## src/rtl/core/rpi_pkg.sv

```systemverilog
package rpi_pkg;

    // Fraction bits of the fixed-point format (Q16.16 by default)
    localparam int FRAC_BITS_DEF = 16;

    // Field widths
    localparam int CRD_W = 32;              // coordinates, t and positions
    localparam int DIR_W = 18;              // directions and normal components
    localparam int THR_W = 17;              // hit threshold
    localparam int NUM_W = 53;              // dot(P - O, N): three 51-bit products summed
    localparam int DEN_W = 38;              // dot(D, N): three 36-bit products summed
    localparam int Q_W   = 32;              // quotient bits, one per divider cell

    // Stream widths
    localparam int S_TDATA_W = 152;
    localparam int M_TDATA_W = 128;

    // Configuration port
    localparam int CFG_IDX_W  = 3;
    localparam int CFG_DATA_W = 32;

    localparam logic [CFG_IDX_W-1:0] REG_PLANE_PX  = 3'd0;
    localparam logic [CFG_IDX_W-1:0] REG_PLANE_PY  = 3'd1;
    localparam logic [CFG_IDX_W-1:0] REG_PLANE_PZ  = 3'd2;
    localparam logic [CFG_IDX_W-1:0] REG_PLANE_NX  = 3'd3;
    localparam logic [CFG_IDX_W-1:0] REG_PLANE_NY  = 3'd4;
    localparam logic [CFG_IDX_W-1:0] REG_PLANE_NZ  = 3'd5;
    localparam logic [CFG_IDX_W-1:0] REG_HIT_THR   = 3'd6;

    // Register reset values
    localparam logic [CRD_W-1:0] RST_PLANE_P  = '0;
    localparam logic [DIR_W-1:0] RST_PLANE_NX = 18'd0;
    localparam logic [DIR_W-1:0] RST_PLANE_NY = 18'd65536;
    localparam logic [DIR_W-1:0] RST_PLANE_NZ = 18'd0;
    localparam logic [THR_W-1:0] RST_HIT_THR  = 17'd66;

    typedef logic [CRD_W-1:0] crd_t;
    typedef logic [DIR_W-1:0] dir_t;

    typedef struct packed {
        crd_t [2:0] o;
        dir_t [2:0] d;
    } ray_t;

    typedef struct packed {
        crd_t [2:0] p;
        dir_t [2:0] n;
    } plane_t;

    // Working word of the restoring divider
    typedef struct packed {
        logic [DEN_W-1:0] rem;
        logic [DEN_W-1:0] aden;
        logic [Q_W-1:0]   low;
        logic [Q_W-1:0]   quo;
    } div_t;

    // Per-ray sideband carried alongside the divider
    typedef struct packed {
        ray_t ray;
        logic neg;
        logic den_zero;
        logic ovf;
    } side_t;

    typedef struct packed {
        logic       hit;
        crd_t       t;
        crd_t [2:0] pos;
    } res_t;

endpackage

```

## src/rtl/core/rpi_div_cell.sv

```systemverilog
module rpi_div_cell
    import rpi_pkg::*;
(
    input  logic  aclk,
    input  logic  aresetn,
    input  logic  en,
    input  logic  in_valid,
    input  div_t  in_div,
    input  side_t in_side,
    output logic  out_valid,
    output div_t  out_div,
    output side_t out_side
);

    logic [DEN_W:0]   shifted;
    logic [DEN_W+1:0] trial;
    div_t             div_next;
    logic             vld_reg;
    div_t             div_reg;
    side_t            side_reg;

    // one restoring step: shift in the next dividend bit, try the subtract
    always_comb begin
        shifted       = {in_div.rem, in_div.low[Q_W-1]};
        trial         = {1'b0, shifted} - {2'b00, in_div.aden};
        div_next.aden = in_div.aden;
        div_next.low  = {in_div.low[Q_W-2:0], 1'b0};
        div_next.quo  = {in_div.quo[Q_W-2:0], ~trial[DEN_W+1]};
        if (!trial[DEN_W+1]) begin
            div_next.rem = trial[DEN_W-1:0];
        end else begin
            div_next.rem = shifted[DEN_W-1:0];
        end
    end

    always_ff @(posedge aclk) begin
        if (!aresetn) begin
            vld_reg <= 1'b0;
        end else if (en) begin
            vld_reg <= in_valid;
        end
    end

    always_ff @(posedge aclk) begin
        if (en) begin
            div_reg  <= div_next;
            side_reg <= in_side;
        end
    end

    assign out_valid = vld_reg;
    assign out_div   = div_reg;
    assign out_side  = side_reg;

endmodule

```

## config.mk

```make
export PLATFORM = sky130hd
export DESIGN_NAME = rpi_div_cell
export DESIGN_NICKNAME = d
export VERILOG_FILES = /design/src/rtl/core/rpi_pkg.sv /design/src/rtl/core/rpi_div_cell.sv
export SDC_FILE = /design/constraint.sdc
export NUM_CORES = 1
export LEC_CHECK = 0
export ABC_AREA = 1
export CAP_MARGIN = 20
export CORE_AREA = 2 2 232 234
export DETAILED_ROUTE_END_ITERATION = 16
export DIE_AREA = 0 0 234 236
export DONT_BUFFER_PORTS = 1
export SLEW_MARGIN = 20
export SYNTH_ARGS = -nofsm -noshare
export SYNTH_HDL_FRONTEND = slang
export SYNTH_SLANG_ARGS = --single-unit
```

## constraint.sdc

```tcl
create_clock -name aclk -period 4.5 [get_ports aclk]
set_input_delay 0.675 -clock aclk [delete_from_list [all_inputs] [get_ports aclk]]
set_output_delay 0.675 -clock aclk [all_outputs]
set_load 0.005 [all_outputs]
```

# --- Yosys cells after proc, flatten, opt, wreduce, memory -nomap -nowiden ---
# Cells that the tools add are included.
# Widths: inputs -> output; s select.
totals:
  out_inout_bits: 294
  inputBits: 297
  register_bits: 293
  wordCells: 17
classes:
  mux: 1
  addsub: 1
  bitwise: 1
ops:
  columns: ["operator", "count"]
  rows:
  - ["$sub 39x38->40", 1]
  - ["$mux 38", 1]
  - ["$not 1->1", 1]

# --- Logic depth before layout (Yosys ltp) ---
# Gate-level depths: netlist of the first run.
depth:
  word_depth: 2
  ltp_mapped: 16
  mapped_depth_nobuf: 15

# --- Worst setup path after synthesis of the first run ---
# OpenSTA, ideal clock, no wires.
synth_timing:
  kind: "input to register"
  startpoint: "input port in_div[63] (netlist name)"
  endpoint: "register div_reg (netlist bit out_div[134]), data pin"
  t_required_ps: 4247
  arrival_time_ps: 2124
  path_slack_ps: 2123
  setup_ps: 253
  cell_stages: 14
  path_cell_list: "inv_1 -> ha_1 -> inv_1 -> fa_1 -> nand3_1 -> nand3_1 -> nand2_1 -> nand2_1 -> nand2_1 -> nand2_1 -> nand3b_1 -> nand3_1 -> nand3_1 -> nand2_1"
synth_lines:
  columns: ["element", "line", "source"]
  rows:
  - ["start, declared", "rpi_div_cell.sv:8", "input div_t in_div,"]
  - ["end signal, assigned", "rpi_div_cell.sv:46", "div_reg <= div_next;"]
  - ["end, declared", "rpi_div_cell.sv:19", "div_t div_reg;"]

==> impl_metrics.toml, run 1 <==
[yosys]
ys_ff_latch = 293
synth_cell_types = 33
synth-compound-area-share_pct = 2.37
synth_area_leader_cell = "edfxtp_1"
synthesis.nets = 1369
synth_fa_ha_area_share_pct = 4.02
synth_top_family_by_area = "simple AND/OR/NAND/NOR gates"
synth_top_area_share_pct = 71.1
syn_inst = 1033
synth-edff-count = 292
avgSynthCellArea_um2 = 11.9
synthSimpleGateAreaFrac_pct = 15.4
yosys_warnings = 0
yosys-top-cells-area = "edfxtp_1 71%, nand2_1 9.9%, inv_1 4.3%"
synth_flop_cell = "edfxtp_1"
synthXorXnorAreaFrac_pct = 1.49
synthMuxAreaShare_pct = 0
yosysSeqAreaShare_pct = 71.2
netlist_area_um2 = 12300
synthArstFlopShare_pct = 0

[timing]
drv_slew = 0
min_period_ns = 2.45
fin_crit_sh_pct = 54.5
fin_skew_ns = 0
worst_pin_slew_ns = 0.539
tns_ns = 0
fmax_mhz = 408
rsz0062_at_grt = "false"
relSlewSlack_pct = 63.8
hold_violations = 0
setup_violations = 0

[clock_network]
clock_path_buffers = 3
root_buffer = "clkbuf_16"
cts_setup_buffers = 0
cts.clk_slew.worst_paths_ns = 0.07
cts_tree = "done"
cts_sinks = 293
postCtsResizedCells = 0
clk-insertion-delay-late_ns = 0.53
htreeDepth = 2
numCtsBuffers = 35
cts_hold_buf = 0

[place]
placed_cells = 1721
dp_hpwl_um = 43700
gp_congestion = 0.875
numPortBuffers = 0

[finish]
drive_gt1_share_pct = 7.65
layout.nets = 1398
layout_common_cells = "325 x nand2_1, 292 x edfxtp_1, 142 x inv_1"
instances_no_fill = 1787
area_growth_pct = 16.7
final_common_cell = "nand2_1"

[grt]
use_met3_pct = 10.1
grt_usage_pct = 18.8
grt_pass1_vias = 7661
grt_overflow = 0
grt_max_degree = 295
grt_pass1_wl_um = 69000
met2_usage_pct = 33.7
grt_util_met1_pct = 18.7
antenna_found_initial = 24
grt.busiest_layer = "met2"

[drt]
drt_iter0_drc = 449
vias = 7721
drc = 0
drt-pass1-iter-count = 4
avgViaCountPerCell = 4.32
wirelength_um = 54100
wire_per_inst_um = 30.3
ant_nets = 0

[setup_path]
crit_slowest_cell = "ha_1"
cp.required_ns = 4.89
reg2reg_slack_ns = 3.49
startpoint_type = "primary input"
crit_type = "in -> reg"
crit_buf_inv = 2
cp_max_fo = 41
end_kind = "flop"
cp_top_family = "simple AND/OR/NAND/NOR gates"
crit_chain = "inv_1, ha_1, a21oi_1, o21ai_1, nand2_1, a21oi_1, nor2_2, nand2_8, inv_6, nand2_1, nand2_1"
cp.arrival_ns = 2.84
cpPeakStageDelay_ns = 0.39
cp_common_cell = "nand2_1"

[floorplan]
die_w_um = 234
num_io_pins = 591
die_area_um2 = 55200
start_util_pct = 23.2
fp-row-count = 85
die_y_um = 236
core_area_um2 = 53100

[job]
maxCapViolCount = 0

[status]
status = "completed"

[power_and_ir_drop]
ir_drop_v = 0.000199
p_per_area_nw_per_um2 = 500
leakage_uw = 0.00581
total_power_uw = 7200

[hold_path]
hp-class = "in -> reg"
[cells by family after synthesis]
family,count (synthesis)
fa+ha+maj,39
flops,293
buf+inv,165
compound gates,54
xor+xnor,21
other cells,1
simple gates,460
[through the flow]
stage                     cell area, µm²  worst slack (ns)  hold slack [ns]  utilization (%)
after floorplan                    12300              2.12            0.525                -
after global routing               14400              1.87            0.170             27.1
after global placement             13100              1.45            0.774             24.7
after detailed placement           13100              1.45            0.774             24.7
final                              14400              2.05            0.213             27.1
after CTS                          14400              2.04            0.167             27.1
[cell usage after synthesis, types with 5 or more instances]
| cell | n |
|---|---|
| nor3_1 | 7 |
| inv_1 | 142 |
| xor2_1 | 21 |
| inv_2 | 11 |
| nor2_1 | 56 |
| edfxtp_1 | 292 |
| o21ai_1 | 5 |
| nand3_1 | 48 |
| a21oi_1 | 31 |
| o21ai_0 | 10 |
| ha_1 | 38 |
| o21bai_1 | 5 |
| nand2_1 | 325 |
| nand3b_1 | 7 |
[state kept, by name, indices dropped and copies added, names as in the netlist]
register   flops
out_div      139
out_side     153
out_valid      1
[final timing paths]
kind | startpoint | to | cells after the start
max | in_div[90] | out_div[108] | 11
min | in_div[101] | out_div[101] | 0
max reg2reg | out_valid | out_valid | 2
min reg2reg | out_valid | out_valid | 2
[metal layers]
metal | vias up | part of all wire (%)
met5 | - | 0.38
met4 | 34 | 2.6
met3 | 91 | 12
met2 | 357 | 51
met1 | 3743 | 34
li1 | 3496 | -
[where the power goes]
part / leakage [µW] / internal, µW / switching [µW]
clock: 0.000613 / 1930 / 1200
sequential: 0.00287 / 3300 / 249
combinational: 0.00233 / 162 / 346
[final cells by class]
type | count | area [µm²]
sequential | 293 | 8790
antenna | 6 | 15.0
inverter | 157 | 594
fill | 5450 | 38700
clock inverter | 23 | 354
clock buffer | 37 | 905
multi-input combinational | 575 | 2870
tap | 696 | 871
Power figures use the tool's default switching activity.
==> run 2, diff against run 1 <==
==> constraint.sdc (replaced) <==
create_clock -name aclk -period 2.4 [get_ports aclk]
set_input_delay 0.36 -clock aclk [delete_from_list [all_inputs] [get_ports aclk]]
set_output_delay 0.36 -clock aclk [all_outputs]
set_load 0.005 [all_outputs]
==> run 2 against run 1 <==
The flow now finishes with violations (negative hold slack). Routed wire length is 7.2% higher. Critical endpoint is now out_div[134]. Combinational power grew to 3.0 times the previous value. Global-route usage is 1.3 points higher. Non-clock buffer count is 340 higher. Clock power is 82% higher. Via count is 18% higher. Critical path depth is 3 higher. Setup slack worse by 1.5 ns. Worst hold slack worse by 0.28 ns. Count of clock-buffer cells in the layout is 4 higher. Sequential power is 88% higher.
==> impl_metrics.toml, run 2 (same netlist as run 1, synthesis figures left out) <==
[finish]
layout_common_cells = "325 x nand2_1, 292 x edfxtp_1, 288 x dlygate4sd3_1"
final_common_cell = "nand2_1"
final_area_um2 = 17700
layout.nets = 1740
area_growth_pct = 43.4
largest_reg_flops = 153
drive_gt1_share_pct = 9.58

[timing]
rsz0062_at_grt = "false"
fmax_mhz = 532
drv_slew = 0
fin_crit_sh_pct = 78.3
min_period_ns = 1.88
relSlewSlack_pct = 51.8
setup_violations = 0
holdWs_ns = -0.0668
worst_pin_slew_ns = 0.716
hold_violations = 44
fin_skew_ns = 0
tns_ns = 0
timing.final.ws_setup_ns = 0.520

[clock_network]
numCtsBuffers = 37
cts_sinks = 293
cts.clk_slew.worst_paths_ns = 0.06
cts_tree = "done"
cts_hold_buf = 288
htreeDepth = 2
clock_path_buffers = 3
clk-insertion-delay-late_ns = 0.54
postCtsResizedCells = 0
cts_setup_buffers = 0
root_buffer = "clkbuf_16"

[setup_path]
startpoint_type = "primary input"
cp_max_fo = 4
crit_buf_inv = 2
cp_top_family = "simple AND/OR/NAND/NOR gates"
cp.arrival_ns = 2.18
crit_type = "in -> reg"
crit_slowest_cell = "fa_1"
cpPeakStageDelay_ns = 0.40
cp_common_cell = "nand2_1"
cp.required_ns = 2.70
crit_chain = "inv_1, ha_1, inv_1, fa_1, nand3_1, nand3_1, nand2_1, nand2_1, nand2_1, nand2_1, nand3b_1, nand3_1, nand3_1, nand2_1"
end_kind = "flop"

[drt]
drt_iter0_drc = 557
wire_per_inst_um = 27.1
met3_length_um = 5380
wirelength_um = 58000
vias = 9115
avgViaCountPerCell = 4.26
wl_met2_um = 29300
drc = 0
met1_length_um = 21600
drt-pass1-iter-count = 4
dr.max_layer_used = "met5"
ant_nets = 0

[power_and_ir_drop]
internal-power_uw = 10300
clock_power_share_pct = 41.0
p_sw_uw = 3600
p_per_area_nw_per_um2 = 786
ir_drop_v = 0.000456
pwr-share-seq_pct = 48.0
switching_share_pct = 25.8
leakage_uw = 0.00726
combPwrFrac_pct = 11.0
total_power_uw = 13900

[job]
maxCapViolCount = 0

[floorplan]
die_y_um = 236
core_area_um2 = 53100
die_area_um2 = 55200
start_util_pct = 23.2
num_io_pins = 591
fp-row-count = 85
die_w_um = 234

[place]
dp_hpwl_um = 44500
numPortBuffers = 0
gp_congestion = 0.860
place_ws_ns = -0.0634
place_area_um2 = 13600

[grt]
grt_pass1_vias = 9279
grt_overflow = 0
grt_max_degree = 295
grt_usage_pct = 20.1
grt_pass1_wl_um = 75600
antenna_found_initial = 15

[hold_path]
hp-class = "in -> reg"

[status]
status = "complete, but fails checks"
violations = "negative hold slack"
[run 2: power groups by stage]
stage	clock network (µW)	registers [µW]	logic, µW
6_report	5710	6670	1530
5_1_grt	6060	6700	1690
4_1_cts	5870	6710	1540
3_5_place_dp	0	6810	1090
3_3_place_gp	0	6810	1090
2_1_floorplan	0	6450	714
[run 2: final timing paths]
kind              start            to  slack, ns  cells past startpoint
max          in_div[63]  out_div[134]       0.52                     14
min                  en  out_side[76]      -0.07                      0
max reg2reg   out_valid     out_valid       0.82                      3
min reg2reg   out_valid     out_valid       1.37                      3
[run 2: layer usage]
layer	vias to the layer above	track usage, %
li1	4197	-
met1	4466	22.4
met2	377	35.9
met3	69	6.79
met4	6	5.89
met5	-	0
[run 2: layout make-up]
cell class / instances / area [µm²]
inverters: 157 / 594
fillers: 5302 / 35400
flip-flops and latches: 293 / 8790
repair buffers: 340 / 3310
clock buffers: 41 / 983
multi-input cells: 575 / 2870
diodes: 13 / 32.5
well taps: 696 / 871
clock inverters: 24 / 244
[run 2: through the flow]
stage	std cells	util (%)
2_1_floorplan	1033	-
3_3_place_gp	1773	25.5
3_5_place_dp	1773	25.5
4_1_cts	2126	33.3
5_1_grt	2133	33.3
6_report	2139	33.3
==> run 3, diff against run 2 <==
--- a/config.mk
+++ b/config.mk
@@ -5,11 +5,11 @@
 export SDC_FILE = /design/constraint.sdc
 export NUM_CORES = 1
 export LEC_CHECK = 0
-export ABC_AREA = 1
+export ABC_AREA = 0
 export CAP_MARGIN = 20
-export CORE_AREA = 2 2 232 234
+export CORE_AREA = 2 2 230 232
 export DETAILED_ROUTE_END_ITERATION = 16
-export DIE_AREA = 0 0 234 236
+export DIE_AREA = 0 0 232 234
 export DONT_BUFFER_PORTS = 1
 export SLEW_MARGIN = 20
 export SYNTH_ARGS = -nofsm -noshare
==> constraint.sdc (replaced) <==
create_clock -name aclk -period 1.7 [get_ports aclk]
set_input_delay 0.255 -clock aclk [delete_from_list [all_inputs] [get_ports aclk]]
set_output_delay 0.255 -clock aclk [all_outputs]
set_load 0.005 [all_outputs]
==> run 3 against run 2 <==
The flow finishes with violations (negative hold slack, negative setup slack). Routed wire length is 9.1% lower. Synthesized cell count is 31% lower. Count of clock-buffer cells in the layout stayed put. Register-to-register slack worse by 0.43 ns. Cell count is 12% lower. Sequential share of layout area is 2.5 points lower. Sequential power is 40% higher. Combinational power is 74% higher. Critical path type unchanged.
==> impl_metrics.toml, run 3 <==
[yosys]
syn_inst = 708
netlist_area_um2 = 11400
yosysMostFrequentCell = "edfxtp_1"
synth_fa_ha_area_share_pct = 4.33
synth-compound-area-share_pct = 8.93
synth_flop_cell = "edfxtp_1"
synthSimpleGateAreaFrac_pct = 5.10
synth_top_family_by_area = "compound AO/OA/AOI/OAI gates"
synthesis.nets = 1044
synthMuxAreaShare_pct = 0.186
ys_ff_latch = 293
synthArstFlopShare_pct = 0
synthXorXnorAreaFrac_pct = 2.22
yosys_warnings = 0
synth-edff-count = 292
yosysSeqAreaShare_pct = 76.9
synth_commonest_cells = "292 x edfxtp_1, 59 x a21oi_1, 45 x inv_1"
yosys-top-cells-area = "edfxtp_1 77%, ha_1 4.2%, a21oi_1 2.6%"
synth_area_leader_cell = "edfxtp_1"
synth_cell_types = 58
synth_top_area_share_pct = 76.7
avgSynthCellArea_um2 = 16.2

[clock_network]
cts.clk_slew.worst_paths_ns = 0.06
root_buffer = "clkbuf_16"
htreeDepth = 2
numCtsBuffers = 37
clk-insertion-delay-late_ns = 0.54
cts_hold_buf = 294
cts_sinks = 293
clock_path_buffers = 3
cts_tree = "done"

[floorplan]
num_io_pins = 591
die_area_um2 = 54300
die_y_um = 234
fp-row-count = 84
core_area_um2 = 52000
start_util_pct = 22.0
die_w_um = 232

[timing]
rsz0062_at_grt = "true"
min_period_ns = 2.13
fin_crit_sh_pct = 126
holdWs_ns = -0.163
relSlewSlack_pct = 48.9
fin_skew_ns = 0
drv_slew = 0
setup_violations = 38
fmax_mhz = 468
worst_pin_slew_ns = 0.766
hold_violations = 21
tns_ns = -9.19
timing.final.ws_setup_ns = -0.435

[grt]
antenna_found_initial = 11
grt_overflow = 0
grt_usage_pct = 18.1
grt_max_degree = 294
grt_pass1_vias = 8457
grt_pass1_wl_um = 67500

[setup_path]
setup.worst_path.start = "in_div[63]"
cp_max_fo = 4
cp.arrival_ns = 2.44
startpoint_type = "primary input"
crit_type = "in -> reg"
end_kind = "flop"
cp.required_ns = 2.00
rr_startpoint = "out_valid"

[finish]
layout_common_cells = "294 x dlygate4sd3_1, 292 x edfxtp_1, 115 x buf_4"
nFillCells = 4955
final_area_um2 = 18600
layout.nets = 1502
largest_reg_flops = 153
final_common_cell = "dlygate4sd3_1"
drive_gt1_share_pct = 29.1
instances_no_fill = 1892
area_growth_pct = 62.9

[place]
numPortBuffers = 0
place_ws_ns = -1.08
place_area_um2 = 13400
gp_congestion = 0.804
placed_cells = 1497
dp_hpwl_um = 37800

[hold_path]
hp-class = "in -> reg"
worstHoldStart = "en"

[power_and_ir_drop]
leakage_uw = 0.00683
ir_drop_v = 0.000693
p_per_area_nw_per_um2 = 1080

[drt]
drt_iter0_drc = 395
avgViaCountPerCell = 4.30
vias = 8130
wire_per_inst_um = 27.8
ant_nets = 0
drc = 0
drt-pass1-iter-count = 4
wirelength_um = 52700

[status]
violations = "negative hold slack, negative setup slack"
status = "complete, but fails checks"

[job]
maxCapViolCount = 0
-- run 3: changes by cell type after synthesis, moves of 8 or more --
| cell | delta |
|---|---|
| a21oi_1 | +28 |
| a211oi_1 | +9 |
| inv_1 | -97 |
| o21ai_0 | +16 |
| nand4_1 | +8 |
| nand3_1 | -41 |
| xnor2_1 | +14 |
| nand2_1 | -284 |
| nor2_1 | -13 |
| inv_2 | -10 |
| a21o_1 | +13 |
-- run 3: repair_timing --
| action | in CTS | in global routing |
|---|---|---|
| gates resized for setup | 107 | 69 |
| setup buffers | 17 | 9 |
| cloned | 5 | 0 |
| setup endpoints to repair | 39 | 39 |
| hold endpoints to repair | 584 | 217 |
| pin swaps | 30 | 30 |
-- run 3: per-layer routing --
layer | vias to the layer above | global-route usage, % | share of wire [%] | wire length, µm
li1 | 3609 | - | - | -
met1 | 4039 | 19.7 | 37 | 19500
met4 | 6 | 6.55 | 3.7 | 1930
met5 | - | 0 | 0.072 | 38
met3 | 80 | 7.21 | 9.3 | 4880
met2 | 396 | 31.9 | 50 | 26400
-- run 3: critical path: stages --
cell	delay, ns
clkinv_16	0.02
ha_4	0.11
inv_2	0.04
fa_2	0.37
a211oi_2	0.22
o21ai_2	0.14
o211ai_2	0.22
a211oi_4	0.11
o211ai_4	0.23
a2111oi_4	0.11
or4_1	0.41
a31o_1	0.19
-- run 3: final timing paths --
| path | depth (start not counted) | slack, ns | to |
|---|---|---|---|
| worst min register to register | 3 | 1.20 | out_valid |
| worst max-delay path | 12 | -0.43 | out_div[138] |
| worst max register to register | 3 | 0.39 | out_valid |
| worst min-delay path | 0 | -0.16 | out_div[1] |
-- run 3: cells by family after synthesis --
family,Yosys count
other,1
flip-flops,293
buffers and inverters,63
adder cells (fa/ha/maj),39
multiplexers,2
AO/OA/AOI/OAI,155
XOR/XNOR,29
AND/OR/NAND/NOR,126
-- run 3: where the power goes --
group          internal [µW]  switching [µW]
Sequential              8750             628
Combinational           1500            1170
Clock                   4680            3310
-- run 3: per-stage QoR --
step	utilization (%)	hold slack, ns	total power [µW]
final	35.8	-0.163	20000
after global routing	35.8	-0.195	20800
after CTS	35.1	-0.183	20200
after detailed placement	25.8	0.354	11100
after global placement	25.8	0.354	11100
after floorplan	-	0.354	10100
-- run 3: cell type report --
type | instances | area (µm²) | share of cell area (%)
flip-flops and latches | 293 | 8790 | 47.2
repair buffers | 436 | 4260 | 22.9
multi-input cells | 352 | 3230 | 17.3
clock buffers | 41 | 983 | 5.28
well taps | 688 | 861 | 4.62
inverters | 46 | 246 | 1.32
clock inverters | 26 | 239 | 1.28
diodes | 10 | 25.0 | 0.134
